==> src/hdl/ips_pkg.sv <==
`default_nettype none
package ips_pkg;

  localparam int NumHeadsDef = 8;
  localparam int TimeBitsDef = 32;
  localparam int CfgIdxW     = 3;
  localparam int CfgDataW    = 32;

  localparam logic [1:0] REQ_START = 2'd0;
  localparam logic [1:0] REQ_PHASE = 2'd1;
  localparam logic [1:0] REQ_TICK  = 2'd2;
  localparam logic [1:0] REQ_MSG   = 2'd3;

  localparam logic [2:0] ALL_RED   = 3'd0;
  localparam logic [2:0] PH_NS_GO  = 3'd1;
  localparam logic [2:0] PH_EW_GO  = 3'd2;
  localparam logic [2:0] PH_NS_CLR = 3'd3;
  localparam logic [2:0] PH_EW_CLR = 3'd4;
  localparam logic [2:0] PH_NONE   = 3'd5;

  localparam logic [1:0] GRP_NS = 2'd1;
  localparam logic [1:0] GRP_EW = 2'd2;

  localparam logic [1:0] LAMP_OFF   = 2'd0;
  localparam logic [1:0] LAMP_RED   = 2'd1;
  localparam logic [1:0] LAMP_AMBER = 2'd2;
  localparam logic [1:0] LAMP_GREEN = 2'd3;

  localparam logic [3:0] ST_OK        = 4'd0;
  localparam logic [3:0] ST_NO_HEADS  = 4'd1;
  localparam logic [3:0] ST_FAILED    = 4'd2;
  localparam logic [3:0] ST_NOT_START = 4'd3;
  localparam logic [3:0] ST_IN_TRANS  = 4'd4;
  localparam logic [3:0] ST_MIN_GREEN = 4'd5;
  localparam logic [3:0] ST_BAD_PHASE = 4'd6;
  localparam logic [3:0] ST_BURNOUT   = 4'd7;
  localparam logic [3:0] ST_CONFLICT  = 4'd8;

  localparam logic [2:0] CFG_AMBER   = 3'd0;
  localparam logic [2:0] CFG_ALL_RED = 3'd1;
  localparam logic [2:0] CFG_MIN_GRN = 3'd2;
  localparam logic [2:0] CFG_FIXED   = 3'd3;
  localparam logic [2:0] CFG_LINK_TO = 3'd4;
  localparam logic [2:0] CFG_PRESENT = 3'd5;
  localparam logic [2:0] CFG_GROUPS  = 3'd6;
  localparam logic [2:0] CFG_FAULT   = 3'd7;

  typedef struct packed {
    logic [1:0]  req_type;
    logic [31:0] time_ms;
    logic [1:0]  requested_phase;
    logic        force_change;
  } in_item_t;

  typedef struct packed {
    logic [3:0]  status;
    logic [2:0]  phase_now;
    logic [15:0] head_colors;
    logic [1:0]  link_health;
    logic        fallback_on;
    logic [31:0] remaining_ms;
  } out_item_t;

  function automatic logic [1:0] color_for(input logic [2:0] ph, input logic [1:0] grp);
    logic [1:0] c;
    c = LAMP_RED;
    case (ph)
      PH_NS_GO:  if (grp == GRP_NS) c = LAMP_GREEN;
      PH_EW_GO:  if (grp == GRP_EW) c = LAMP_GREEN;
      PH_NS_CLR: if (grp == GRP_NS) c = LAMP_AMBER;
      PH_EW_CLR: if (grp == GRP_EW) c = LAMP_AMBER;
      default:   c = LAMP_RED;
    endcase
    return c;
  endfunction

endpackage
`default_nettype wire

==> src/hdl/intersection_phase_sequencer_top.sv <==
// A request without a paint passes S_EXEC and S_FINISH before out_valid; a paint
//   walks every head slot through S_PAINT (drive) and S_CHECK (conflict check).
// One request at a time; in_stall is high from acceptance until the result has
//   been taken.
// Reset (rst_n low, synchronous): sequencer idle, lamps off, phase none,
//   configuration registers back to their defaults.
`default_nettype none
module intersection_phase_sequencer_top #(
  parameter int NUM_HEADS = ips_pkg::NumHeadsDef,
  parameter int TIME_BITS = ips_pkg::TimeBitsDef
) (
  input  wire                           clk,
  input  wire                           rst_n,
  input  wire                           in_valid,
  output logic                          in_stall,
  input  ips_pkg::in_item_t             in_data,
  output logic                          out_valid,
  input  wire                           out_stall,
  output ips_pkg::out_item_t            out_data,
  input  wire                           cfg_we,
  input  wire  [ips_pkg::CfgIdxW-1:0]   cfg_index,
  input  wire  [ips_pkg::CfgDataW-1:0]  cfg_wdata
);
  import ips_pkg::*;

  localparam int HW = (NUM_HEADS > 1) ? $clog2(NUM_HEADS) : 1;
  localparam int TB = TIME_BITS;

  typedef enum logic [2:0] {
    S_IDLE, S_EXEC, S_PAINT, S_CHECK, S_FINISH, S_OUT
  } state_t;

  // what to do once a paint walk completes without fault
  typedef enum logic [1:0] {
    PD_NONE, PD_SETPH
  } pdone_t;

  state_t state_r;
  pdone_t pdone_r;

  logic [31:0] amber_r, allred_r, mingrn_r, fixed_r, linkto_r;
  logic [7:0]  present_r;
  logic [15:0] groups_r;
  logic [4:0]  fault_r;

  logic          running_r, fault_lat_r, clearing_r, clear_stage_r, fallback_r;
  logic [1:0]    target_r;
  logic [2:0]    cur_phase_r, paint_phase_r;
  logic [TB-1:0] stage_start_r, last_change_r, last_heard_r, fb_start_r;
  logic [1:0]    lamp_r [NUM_HEADS];

  logic [1:0]    kind_r, rphase_r;
  logic [TB-1:0] now_r;
  logic          force_r;
  logic [HW-1:0] head_r;
  logic [3:0]    st_r;

  // shared subtract/compare unit: since(now, a) compared against b
  logic [TB-1:0] su_a, su_b, su_diff;
  logic          su_lt;
  always_comb begin
    su_diff = (now_r >= su_a) ? now_r - su_a : '0;
    su_lt   = su_diff < su_b;
  end

  function automatic logic [TB-1:0] cfgt(input logic [31:0] v);
    return TB'(v);
  endfunction

  function automatic logic is_present(input logic [7:0] m, input int i);
    return (i < 8) ? m[i] : 1'b0;
  endfunction

  logic [1:0] grp_h, col_h;
  logic       pres_h;
  always_comb begin
    pres_h = present_r[3'(head_r)];
    grp_h  = groups_r[2*head_r +: 2];
    col_h  = color_for(paint_phase_r, grp_h);
  end

  logic ns_on, ew_on;
  always_comb begin
    ns_on = 1'b0;
    ew_on = 1'b0;
    for (int i = 0; i < NUM_HEADS; i++) begin
      if (is_present(present_r, i) &&
          (lamp_r[i] == LAMP_GREEN || lamp_r[i] == LAMP_AMBER)) begin
        if (groups_r[2*i +: 2] == GRP_NS) ns_on = 1'b1;
        else if (groups_r[2*i +: 2] == GRP_EW) ew_on = 1'b1;
      end
    end
  end

  logic [TB-1:0] el_now, half_to;
  logic [1:0]    link_now;
  always_comb begin
    el_now  = (now_r >= last_heard_r) ? now_r - last_heard_r : '0;
    half_to = cfgt(linkto_r) >> 1;
    if (!running_r) link_now = 2'd1;
    else if (el_now > cfgt(linkto_r)) link_now = 2'd2;
    else if (el_now > half_to) link_now = 2'd1;
    else link_now = 2'd0;
  end

  logic [TB-1:0] rem_lim, rem_el;
  always_comb begin
    rem_el = (now_r >= last_change_r) ? now_r - last_change_r : '0;
    if (clearing_r) rem_lim = clear_stage_r ? cfgt(allred_r) : cfgt(amber_r);
    else rem_lim = (cur_phase_r == ALL_RED) ? cfgt(allred_r) : cfgt(fixed_r);
  end

  logic [15:0] colors;
  always_comb begin
    colors = '0;
    for (int i = 0; i < NUM_HEADS; i++) colors[2*i +: 2] = lamp_r[i];
  end

  // request decision, shared by phase requests and the fallback cycle
  logic [1:0] rq_phase;
  logic       rq_force;
  always_comb begin
    rq_phase = rphase_r;
    rq_force = force_r;
    if (kind_r == REQ_TICK) begin
      rq_phase = (cur_phase_r == PH_NS_GO) ? PH_EW_GO[1:0] : PH_NS_GO[1:0];
      rq_force = 1'b0;
    end
    su_a = last_change_r;
    su_b = cfgt(mingrn_r);
    if (kind_r == REQ_TICK && clearing_r) begin
      su_a = stage_start_r;
      su_b = clear_stage_r ? cfgt(allred_r) : cfgt(amber_r);
    end
  end

  logic [TB-1:0] fb_el, lc_el;
  always_comb begin
    fb_el = (now_r >= fb_start_r) ? now_r - fb_start_r : '0;
    lc_el = (now_r >= last_change_r) ? now_r - last_change_r : '0;
  end

  always_ff @(posedge clk) begin
    if (!rst_n) begin
      state_r <= S_IDLE;
      pdone_r <= PD_NONE;
      out_valid <= 1'b0;
      amber_r <= 32'd3000; allred_r <= 32'd2000; mingrn_r <= 32'd5000;
      fixed_r <= 32'd30000; linkto_r <= 32'd10000;
      present_r <= '0; groups_r <= '0; fault_r <= 5'd1;
      running_r <= 1'b0; fault_lat_r <= 1'b0; clearing_r <= 1'b0;
      clear_stage_r <= 1'b0; fallback_r <= 1'b0; target_r <= '0;
      cur_phase_r <= PH_NONE; paint_phase_r <= ALL_RED;
      stage_start_r <= '0; last_change_r <= '0; last_heard_r <= '0; fb_start_r <= '0;
      for (int i = 0; i < NUM_HEADS; i++) lamp_r[i] <= LAMP_OFF;
      head_r <= '0; st_r <= ST_OK;
    end else begin
      if (cfg_we) begin
        unique case (cfg_index)
          CFG_AMBER:   amber_r  <= cfg_wdata;
          CFG_ALL_RED: allred_r <= cfg_wdata;
          CFG_MIN_GRN: mingrn_r <= cfg_wdata;
          CFG_FIXED:   fixed_r  <= cfg_wdata;
          CFG_LINK_TO: linkto_r <= cfg_wdata;
          CFG_PRESENT: present_r <= cfg_wdata[7:0];
          CFG_GROUPS:  groups_r  <= cfg_wdata[15:0];
          CFG_FAULT:   fault_r   <= cfg_wdata[4:0];
          default: ;
        endcase
      end
      unique case (state_r)
        S_IDLE: begin
          if (in_valid) begin
            kind_r <= in_data.req_type;
            now_r <= TB'(in_data.time_ms);
            rphase_r <= in_data.requested_phase;
            force_r <= in_data.force_change;
            st_r <= ST_OK;
            head_r <= '0;
            state_r <= S_EXEC;
          end
        end
        S_EXEC: begin
          state_r <= S_FINISH;
          pdone_r <= PD_NONE;
          unique case (kind_r)
            REQ_START: begin
              if (present_r[NUM_HEADS-1:0] == '0) st_r <= ST_NO_HEADS;
              else begin
                for (int i = 0; i < NUM_HEADS; i++)
                  if (present_r[i]) lamp_r[i] <= LAMP_RED;
                running_r <= 1'b1;
                last_heard_r <= now_r;
                paint_phase_r <= ALL_RED;
                pdone_r <= PD_SETPH;
                state_r <= S_PAINT;
              end
            end
            REQ_MSG: begin
              last_heard_r <= now_r;
              fallback_r <= 1'b0;
            end
            default: begin
              if (kind_r == REQ_TICK && clearing_r) begin
                if (!su_lt) begin
                  if (!clear_stage_r) begin
                    if (target_r == ALL_RED[1:0]) begin
                      clearing_r <= 1'b0;
                      paint_phase_r <= ALL_RED;
                      pdone_r <= PD_SETPH;
                      state_r <= S_PAINT;
                    end else begin
                      clear_stage_r <= 1'b1;
                      stage_start_r <= now_r;
                      cur_phase_r <= ALL_RED;
                      last_change_r <= now_r;
                      paint_phase_r <= ALL_RED;
                      state_r <= S_PAINT;
                    end
                  end else begin
                    clearing_r <= 1'b0;
                    if (target_r == PH_NS_GO[1:0] || target_r == PH_EW_GO[1:0]) begin
                      paint_phase_r <= {1'b0, target_r};
                      pdone_r <= PD_SETPH;
                      state_r <= S_PAINT;
                    end
                  end
                end
              end else if (kind_r == REQ_TICK && link_now != 2'd2) begin
                fallback_r <= 1'b0;
              end else if (kind_r == REQ_TICK && !fallback_r) begin
                fallback_r <= 1'b1;
                fb_start_r <= now_r;
                paint_phase_r <= ALL_RED;
                pdone_r <= PD_SETPH;
                state_r <= S_PAINT;
              end else if (kind_r == REQ_TICK &&
                           (fb_el < cfgt(allred_r) || lc_el < cfgt(fixed_r))) begin
                // fallback hold or phase not yet expired
              end else if (fault_lat_r) begin
                st_r <= ST_FAILED;
              end else if (rq_phase != 2'd3 &&
                           ({1'b0, rq_phase} == cur_phase_r ||
                            (clearing_r && rq_phase == target_r))) begin
                st_r <= ST_OK;
              end else if (!running_r) begin
                st_r <= ST_NOT_START;
              end else if (clearing_r) begin
                st_r <= ST_IN_TRANS;
              end else if (!rq_force && (cur_phase_r == PH_NS_GO ||
                           cur_phase_r == PH_EW_GO) && su_lt) begin
                st_r <= ST_MIN_GREEN;
              end else if (rq_phase == 2'd3) begin
                st_r <= ST_BAD_PHASE;
              end else if (cur_phase_r == PH_NS_GO || cur_phase_r == PH_EW_GO) begin
                clearing_r <= 1'b1;
                stage_start_r <= now_r;
                clear_stage_r <= 1'b0;
                target_r <= rq_phase;
                cur_phase_r <= (cur_phase_r == PH_NS_GO) ? PH_NS_CLR : PH_EW_CLR;
                paint_phase_r <= (cur_phase_r == PH_NS_GO) ? PH_NS_CLR : PH_EW_CLR;
                last_change_r <= now_r;
                state_r <= S_PAINT;
              end else begin
                paint_phase_r <= {1'b0, rq_phase};
                pdone_r <= PD_SETPH;
                state_r <= S_PAINT;
              end
            end
          endcase
        end
        S_PAINT: begin
          // drive one head
          state_r <= S_CHECK;
          if (pres_h) begin
            if (fault_lat_r) begin
              st_r <= ST_FAILED;
              state_r <= S_FINISH;
            end else if (fault_r[1] && 3'(head_r) == fault_r[4:2] && col_h != LAMP_OFF) begin
              fault_lat_r <= 1'b1;
              for (int i = 0; i < NUM_HEADS; i++)
                if (present_r[i]) lamp_r[i] <= LAMP_OFF;
              st_r <= ST_BURNOUT;
              state_r <= S_FINISH;
            end else begin
              lamp_r[head_r] <= col_h;
            end
          end
        end
        S_CHECK: begin
          if (pres_h && fault_r[0] && ns_on && ew_on) begin
            fault_lat_r <= 1'b1;
            for (int i = 0; i < NUM_HEADS; i++)
              if (present_r[i]) lamp_r[i] <= LAMP_RED;
            st_r <= ST_CONFLICT;
            state_r <= S_FINISH;
          end else if (32'(head_r) == NUM_HEADS - 1) begin
            if (pdone_r == PD_SETPH) begin
              cur_phase_r <= paint_phase_r;
              last_change_r <= now_r;
            end
            state_r <= S_FINISH;
          end else begin
            head_r <= head_r + 1'b1;
            state_r <= S_PAINT;
          end
        end
        S_FINISH: begin
          out_data.status <= st_r;
          out_data.phase_now <= cur_phase_r;
          out_data.head_colors <= colors;
          out_data.link_health <= link_now;
          out_data.fallback_on <= fallback_r;
          out_data.remaining_ms <= (rem_el < rem_lim) ? 32'(rem_lim - rem_el) : '0;
          out_valid <= 1'b1;
          state_r <= S_OUT;
        end
        S_OUT: begin
          if (!out_stall) begin
            out_valid <= 1'b0;
            state_r <= S_IDLE;
          end
        end
        default: state_r <= S_IDLE;
      endcase
    end
  end

  assign in_stall = (state_r != S_IDLE);

endmodule
`default_nettype wire

==> config.mk <==
export PLATFORM = sky130hd
export DESIGN_NAME = intersection_phase_sequencer_top
export DESIGN_NICKNAME = d
export VERILOG_FILES = /design/src/hdl/ips_pkg.sv /design/src/hdl/intersection_phase_sequencer_top.sv
export SDC_FILE = /design/constraint.sdc
export NUM_CORES = 2
export LEC_CHECK = 0
export ABC_AREA = 1
export BUFFER_PORTS_ARGS = -buffer_cell sky130_fd_sc_hd__buf_2
export CAP_MARGIN = 30
export CORE_MARGIN = 2
export CORE_UTILIZATION = 40
export CTS_CLUSTER_DIAMETER = 200
export CTS_CLUSTER_SIZE = 40
export DETAILED_ROUTE_END_ITERATION = 8
export GPL_TIMING_DRIVEN = 0
export PLACE_DENSITY = 0.7
export SYNTH_ARGS = -nofsm -noshare
export SYNTH_HDL_FRONTEND = slang
export SYNTH_SLANG_ARGS = --single-unit
==> constraint.sdc <==
create_clock -name clk -period 5.55 [get_ports clk]
set_clock_uncertainty 0.1 [all_clocks]
set_input_delay 1.11 -clock clk [delete_from_list [all_inputs] [get_ports clk]]
set_output_delay 1.11 -clock clk [all_outputs]
set_load 0.01 [all_outputs]
; ---- After elaboration in Yosys (flattened, before gate mapping)
; Memories as Yosys holds them, arrays and structs flattened.
; Index checks and enable logic that the tools add are counted.
[classes]
n_addsub = 6
order_cmp = 11
n_eq_ne = 117
shifts = 1
muxes = 382
bitwise_logic = 37
n_reduce_logical = 80
[op_table]
columns = operator, count
row1 = 32-bit two-way mux, 28
row2 = 1-bit two-way mux, 228
row3 = 3-bit two-way mux, 59
row4 = 32-bit subtractor, 5
row5 = 32-bit greater-or-equal comparator, 4
row6 = 32-bit less-than comparator, 4
row7 = 32-bit one-hot mux with 2 select lines, 2
row8 = 2-bit two-way mux, 36
row9 = 4-bit two-way mux, 16
row10 = 2-bit equality test (second input constant), 29
row11 = 3-bit inequality test (second input constant), 19
row12 = 2-bit inequality test (second input constant), 22
row13 = 13-bit AND reduction, 3
row14 = 32-bit by 31-bit > comparator with 1-bit output, 1
row15 = 32-bit > comparator, 1
row16 = 3-bit equality test (second input constant), 8
row17 = 1-bit bitwise OR, 24
row18 = 3-bit one-hot mux with 2 select lines, 4
row19 = 2-bit by 1-bit equality test with 1-bit output (second input constant), 11
row20 = 2-bit AND reduction, 11
row21 = 3-bit by 2-bit equality test with 1-bit output (second input constant), 7
row22 = 1-bit logical AND, 21
row23 = 3-bit one-hot mux with 6 select lines, 1
row24 = 18-bit AND reduction, 1
row25 = 35 further kinds, 89
[totals]
reg_bits = 438
mem_bits_rw = 16
output_inout_bits = 60
word_cells = 670
mem_count = 1
[memory_table]
columns = memory, depth, width, rd, rd_ports_with_merged_regs, wr, line_no
row1 = lamp_r, 8, 2, 8, 0, 8, intersection_phase_sequencer_top.sv:50  ; logic [1:0] lamp_r [NUM_HEADS];

; ---- Logic depth before layout (Yosys ltp)
; An unclocked memory read counts as a cell.
[depth]
word_depth = 33
mapped_depth = 47
mapped_depth_nobuf = 45

; ---- Least setup slack after synthesis
; OpenSTA, ideal clock, no wires.
[synth_timing]
path_kind = reg-to-reg
start = register kind_r[1]
end = register stage_start_r[1]
setup_time_ps = 118
arrival_time_ps = 5846
setup_slack_ps = -514
stages_incl_launch_ff = 39
period_less_slack_ps = 6064
path_cell_list = edfxtp_1 -> ha_1 -> nand2_1 -> clkbuf_1 -> buf_1 -> clkbuf_1 -> o21ai_0 -> ha_1 -> a21o_1 -> nor2_1 -> nor2_1 -> o21ai_0 -> nand2_1 -> nand2_1 -> nand2_1 -> a21oi_1 -> o21ai_2 -> a21boi_2 -> (+3 left out) -> a21oi_1 -> o21ai_1 -> a21oi_1 -> xor2_1 -> nor2_1 -> ha_1 -> a21oi_1 -> o21a_1 -> o221ai_1 -> a21oi_1 -> nand3_2 -> nand2_2 -> nor2_2 -> o211ai_4 -> buf_6 -> nand2_1 -> nand2_1 -> a21oi_2
[synth_via]
elab_chain_cells = 9
elab_cells_between_ends = 42
classes_between = add/sub (1) / order compare (2) / eq/ne (17) / mux (6) / bitwise (1) / reduce/logical (15)
[synth_lines]
columns = item, line_no
row1 = "start, declared", intersection_phase_sequencer_top.sv:52  ; logic [1:0] kind_r, rphase_r;
row2 = "start signal, assigned", intersection_phase_sequencer_top.sv:174  ; kind_r <= in_data.req_type;
row3 = 2-bit equality test, n/a
row4 = 1-bit logical AND, "intersection_phase_sequencer_top.sv:131, intersection_phase_sequencer_top.sv:204"
row5 = 32-bit two-way mux, intersection_phase_sequencer_top.sv:131  ; if (kind_r == REQ_TICK && clearing_r) begin
row6 = 32-bit subtractor / 32-bit greater-or-equal comparator (equally long branches), intersection_phase_sequencer_top.sv:62  ; su_diff = (now_r >= su_a) ? now_r - su_a : '0;
row7 = 32-bit two-way mux, intersection_phase_sequencer_top.sv:62
row8 = 32-bit less-than comparator, intersection_phase_sequencer_top.sv:63  ; su_lt = su_diff < su_b;
row9 = 1-bit logical AND, intersection_phase_sequencer_top.sv:251  ; cur_phase_r == PH_EW_GO) && su_lt) begin
row10 = 2-bit inequality test (no source line), n/a
row11 = 15-bit AND reduction (no source line), n/a
row12 = "end signal, assigned", intersection_phase_sequencer_top.sv:214  ; stage_start_r <= now_r;
row13 = "end signal, assigned", intersection_phase_sequencer_top.sv:257  ; stage_start_r <= now_r;
row14 = "end, declared", intersection_phase_sequencer_top.sv:49  ; logic [TB-1:0] stage_start_r, last_change_r, last_heard_r, fb_start_r;
; Several ways; a longest one is shown, not always the timed one.
; A chain may end at the register's enable or synchronous reset.

; ---- Worst setup path in the final report
[layout_timing]
start = register kind_r[1]
end = register last_change_r[22]
[layout_via]
elab_chain_cells = 9
elab_cells_between_ends = 44
classes_between = add/sub (1) / order compare (2) / eq/ne (20) / mux (8) / reduce/logical (13)
[layout_lines]
columns = item, line_no
row1 = 2-bit equality test, n/a
row2 = 1-bit logical AND, "intersection_phase_sequencer_top.sv:131, intersection_phase_sequencer_top.sv:204"
row3 = 32-bit two-way mux, intersection_phase_sequencer_top.sv:131
row4 = 32-bit subtractor / 32-bit greater-or-equal comparator (equally long branches), intersection_phase_sequencer_top.sv:62
row5 = 32-bit two-way mux, intersection_phase_sequencer_top.sv:62
row6 = 32-bit less-than comparator, intersection_phase_sequencer_top.sv:63
row7 = 1-bit logical AND, intersection_phase_sequencer_top.sv:251
row8 = 3-bit inequality test (no source line), n/a
row9 = 18-bit AND reduction (no source line), n/a
row10 = "end signal, assigned", intersection_phase_sequencer_top.sv:216  ; last_change_r <= now_r;
row11 = "end signal, assigned", intersection_phase_sequencer_top.sv:262  ; last_change_r <= now_r;
row12 = "end signal, assigned", intersection_phase_sequencer_top.sv:300  ; last_change_r <= now_r;
row13 = "end, declared", intersection_phase_sequencer_top.sv:49
; Several ways; a longest one is shown, not always the timed one. The select of a mux whose other input is x is not followed.

==> flow_results.org <==
** Clock tree
- TritonCTS clock tree :: yes
- Root cell of the clock tree :: sky130_fd_sc_hd__clkbuf_16
- CTS built an H-tree with a depth of 1.
- Source-to-sink clock delay at the later pin of the worst-skew pair :: 630 ps
- The clock passes through at most 3 buffers.
- Clock input transition at the sequential cells of the worst setup and hold paths :: roughly 150 ps
- TritonCTS Buffers :: 15
- Sink Count :: 453
- Post-CTS Hold Buffers :: 0

** STA
- RSZ-0062 raised after global routing :: true
- The final number of max-transition violations came to 0.
- Final number of setup-violating endpoints :: approximately 100
- The final hold violation count was 0.
- The worst pin sits at a relative slew slack of 26.3%.
- Derived from the worst setup path, the maximum achievable clock frequency is 168 MHz.
- Final critical path time including I/O delays and setup :: 5960 ps
- Actual transition at the worst max-transition pin :: 1110 ps
- After layout, the worst path uses 107% of the clock period.
- Final-layout setup total negative slack :: -27020 ps
- Final setup margin :: -406 ps

** Hold path
- Worst Hold Launch :: lamp_r[2][0]
- Worst min-delay path class :: flip-flop to flip-flop
- Min-Delay Path Depth :: 0
- The path with the worst hold slack has its endpoint at out_data[39].

** Synth
- Number of synthesized flops with an enable pin :: 105
- Flop and latch count out of synthesis :: 453
- The number of different library cells used by synthesis comes to 64.
- Syn Nets :: 4729
- Of all flip-flops after synthesis, the portion carrying an async set or reset was 0%.
- Mapped Area :: 0.0308 sq mm
- Seq/Total Area, Yosys :: between 30% and 40%
- In the synthesized netlist the dominant register cell turns out to be sky130_fd_sc_hd__dfxtp_1.
- Yosys printed 0 warnings.
- In the synthesized netlist, the number of instances is roughly 4300.
- Synth Area per Inst :: 7.13 sq um

** Detailed routing
- DRC Markers :: 0
- Iteration count of the initial detailed-routing pass :: 6
- Summed over all layers, the routed wires come to 113000 um.
- In the final routed layout, each cell accounts on average for 19.8 um.
- Number of design-rule violations left by the first detailed-router iteration :: 3290
- The detail route stage leaves a number of antenna-violating nets equal to 0.
- Detailed-route via count :: 31095
- After detailed routing, the number of vias per cell comes to 5.48.

** Global route
- Entering global routing, the biggest net connects 42 pins.
- Via count of the first global-routing pass :: 27384
- The first global-routing pass estimated 163000 um of wire.
- The total overflow left after global routing is 0.
- Number of antenna violations at the first check in global routing :: 0
- Total global-route track usage :: roughly 27%

** Worst setup path
- Flop-to-flop setup slack :: -410 ps
- Data arrives at the worst endpoint at between 6000 and 7000 ps.
- Most prevalent standard cell on the critical path :: sky130_fd_sc_hd__nand2_1
- Reg2Reg Depth :: 34
- For this run, the slowest stage of the critical path takes 470 ps.
- STA classifies the critical path startpoint as a flip-flop.
- Largest fanout of any net on the critical path :: 10
- Setup Crit Path Kind :: flip-flop to flip-flop
- Data on the critical path is required at its endpoint by 5880 ps.
- The startpoint identified for the worst register-to-register timing path is kind_r[1].
- The slowest stage of the critical path belongs to the cell sky130_fd_sc_hd__edfxtp_1.
- Endpoint type of the worst setup path :: flip-flop
- The worst register-to-register path ends at last_change_r[22].

** Outcome
- Status :: finished, violations left
- Failing checks :: negative setup slack

** Floorplan
- After floorplanning, the core was sized to cover 0.0762 sq mm.
- During I/O placement, the number of pins put on the boundary was 137.
- X dimension of the die :: 282 um
- Y dimension of the die :: 282 um
- Die area :: 0.0793 sq mm
- For this configuration, the core starts out at a cell density of around two fifths.
- After floorplanning, the core was divided into slightly above 100 placement rows.

** Power and ir drop
- Pleak :: 15.6 nW
- VDD sags by at most 0.211 mV.
- For this design the ratio of total power to cell area is 344 mW/mm^2.

** Cells and area
- Area growth from synthesis to layout :: 19.4%
- After the last flow step, the layout net total stands at between 5000 and 6000.
- 0 antenna diodes ended up in the layout.
- Of the cells placed in the final design, the portion with a size suffix greater than 1 is 16.9%.
- At the end of the flow the core is filled with cells to 48.3%.

** Place
- Detailed placement HPWL :: between 80000 and 90000 um
- Port-buffer cells :: 135
- The congestion estimate from routability-driven global placement came to 0.999.
- Worst setup slack before clock tree synthesis :: -1770 ps

** Job
- Number of maximum-capacitance constraint violations :: 0
-- sequential cells by signal (all words and copies together) (netlist names), 4 cells and up --
signal         count
allred_r          32
amber_r           32
fault_r            5
fb_start_r        32
fixed_r           32
groups_r          16
lamp_r            16
last_change_r     32
last_heard_r      32
linkto_r          32
mingrn_r          32
now_r             32
out_data          58
present_r          8
st_r               4
stage_start_r     32
-- worst max-delay path: cells and delay by family, from the launching register on --
family,cells,cell delay [ps]
fa+ha+maj,4,1140
simple gates,14,1390
flops,1,470
compound gates,11,1950
buf+inv,5,760
-- through the flow --
| stage | hold slack [ps] | total power [mW] | std cells | area [sq um] |
|---|---|---|---|---|
| floorplan | 300 | 7.99 | 4325 | 30900 |
| global placement | 306 | 9.58 | 5490 | 32800 |
| detailed placement | 306 | 9.68 | 5494 | 32900 |
| CTS | 340 | 11.8 | 5598 | 34800 |
| global route | 346 | 13.5 | 5674 | 36800 |
| finish | 339 | 12.7 | 5674 | 36800 |
-- area by class of cell --
| class | instances | area (sq um) |
|---|---|---|
| inverter | 583 | 2230 |
| fill | 7515 | 39400 |
| timing repair buffer | 295 | 2350 |
| multi-input combinational | 3143 | 19500 |
| clock inverter | 2 | 38.8 |
| clock buffer | 24 | 409 |
| tap | 1030 | 1290 |
| buffer | 144 | 858 |
| sequential | 453 | 10100 |
-- cell usage after synthesis (4+ instances only) --
| cell | instances | area (sq um) |
|---|---|---|
| sky130_fd_sc_hd__nand2_1 | 768 | 2880 |
| sky130_fd_sc_hd__inv_1 | 577 | 2170 |
| sky130_fd_sc_hd__a21oi_1 | 552 | 2760 |
| sky130_fd_sc_hd__o21ai_0 | 491 | 2460 |
| sky130_fd_sc_hd__nor2_1 | 385 | 1450 |
| sky130_fd_sc_hd__dfxtp_1 | 348 | 6970 |
| sky130_fd_sc_hd__ha_1 | 322 | 4030 |
| sky130_fd_sc_hd__nand3_1 | 155 | 776 |
| sky130_fd_sc_hd__clkbuf_1 | 117 | 439 |
| sky130_fd_sc_hd__edfxtp_1 | 105 | 3150 |
| sky130_fd_sc_hd__nor3_1 | 54 | 270 |
| sky130_fd_sc_hd__o211ai_1 | 35 | 263 |
| sky130_fd_sc_hd__nand4_1 | 33 | 206 |
| sky130_fd_sc_hd__or2_2 | 32 | 200 |
| sky130_fd_sc_hd__xor2_1 | 31 | 272 |
| sky130_fd_sc_hd__a21oi_2 | 26 | 228 |
| sky130_fd_sc_hd__xnor2_1 | 26 | 228 |
| sky130_fd_sc_hd__o21ai_1 | 22 | 110 |
| sky130_fd_sc_hd__o221ai_1 | 19 | 166 |
| sky130_fd_sc_hd__a211oi_1 | 17 | 128 |
| sky130_fd_sc_hd__buf_6 | 15 | 169 |
| sky130_fd_sc_hd__o21a_1 | 15 | 113 |
| sky130_fd_sc_hd__a21o_1 | 14 | 105 |
| sky130_fd_sc_hd__buf_1 | 12 | 45.0 |
| sky130_fd_sc_hd__o21bai_1 | 12 | 90.1 |
| sky130_fd_sc_hd__o22ai_1 | 11 | 68.8 |
| sky130_fd_sc_hd__a221oi_1 | 10 | 87.6 |
| sky130_fd_sc_hd__a31oi_1 | 10 | 62.6 |
| sky130_fd_sc_hd__nor4_1 | 10 | 62.6 |
| sky130_fd_sc_hd__nor3b_1 | 9 | 67.6 |
| sky130_fd_sc_hd__o21ai_2 | 9 | 78.8 |
| sky130_fd_sc_hd__nand2_2 | 7 | 43.8 |
| sky130_fd_sc_hd__a22oi_1 | 5 | 37.5 |
| sky130_fd_sc_hd__fa_1 | 5 | 100 |
| sky130_fd_sc_hd__mux2i_1 | 5 | 50.1 |
| sky130_fd_sc_hd__o31ai_1 | 5 | 37.5 |
| sky130_fd_sc_hd__a2111oi_0 | 4 | 35.0 |
| sky130_fd_sc_hd__a21boi_1 | 4 | 30.0 |
| sky130_fd_sc_hd__clkinv_1 | 4 | 15.0 |
| sky130_fd_sc_hd__o2111ai_1 | 4 | 35.0 |
-- logic make-up after synthesis --
logic type,Yosys count,share of synthesized area (%)
flip-flops,453,32.8
adder cells (fa/ha/maj),327,13.4
multiplexers,5,0.162
buffers and inverters,732,9.33
XOR/XNOR,57,1.62
AND/OR/NAND/NOR,1467,19.7
AO/OA/AOI/OAI,1284,23.0
-- worst max path at each step --
| stage | endpoint | from | depth (start not counted) |
|---|---|---|---|
| 6_report | last_change_r[22] | kind_r[1] | 34 |
| 4_1_cts | stage_start_r[27] | kind_r[0] | 42 |
| 2_1_floorplan | stage_start_r[1] | kind_r[0] | 39 |
| 5_1_grt | last_change_r[21] | kind_r[1] | 42 |
| 3_3_place_gp | stage_start_r[27] | kind_r[0] | 40 |
| 3_5_place_dp | stage_start_r[26] | kind_r[0] | 40 |
-- cell usage in the layout, fill, tap and decap left out, drive strengths merged, types with 9 or more instances in the layout --
master	count
o221ai	19
o211ai	36
nor3b	9
nor4	11
or2	34
o22ai	11
dfxtp	348
xnor2	26
a221oi	10
clkbuf	138
a211oi	17
nand2	778
edfxtp	105
nor2	386
o21ai	522
nor3	54
nand4	33
inv	580
o21bai	12
nand3	159
xor2	31
a21boi	9
a21oi	578
buf	325
o21a	15
a21o	14
a31oi	11
ha	322
-- metal layers --
layer	up-vias	GRT usage (%)	share of wire [%]
met2	1238	41.8	43
met4	0	11.8	5.2
li1	15234	-	-
met5	-	0	0
met3	205	3.05	7.6
met1	14418	37.5	44
-- power by group --
part           switching [mW]  leakage, nW  total, mW  internal, mW
registers               0.214         3.80       3.88          3.67
logic                    4.42         11.6       7.11          2.69
clock network            1.13        0.211       1.67         0.534
-- what timing repair did --
item | CTS | global route
gates resized for setup | 207 | 373
buffers inserted | 77 | 66
cloned | 5 | 14
pin swaps | 75 | 134
endpoints found under the setup margin | 148 | 147
No activity file was read; power rests on OpenSTA's default activity.
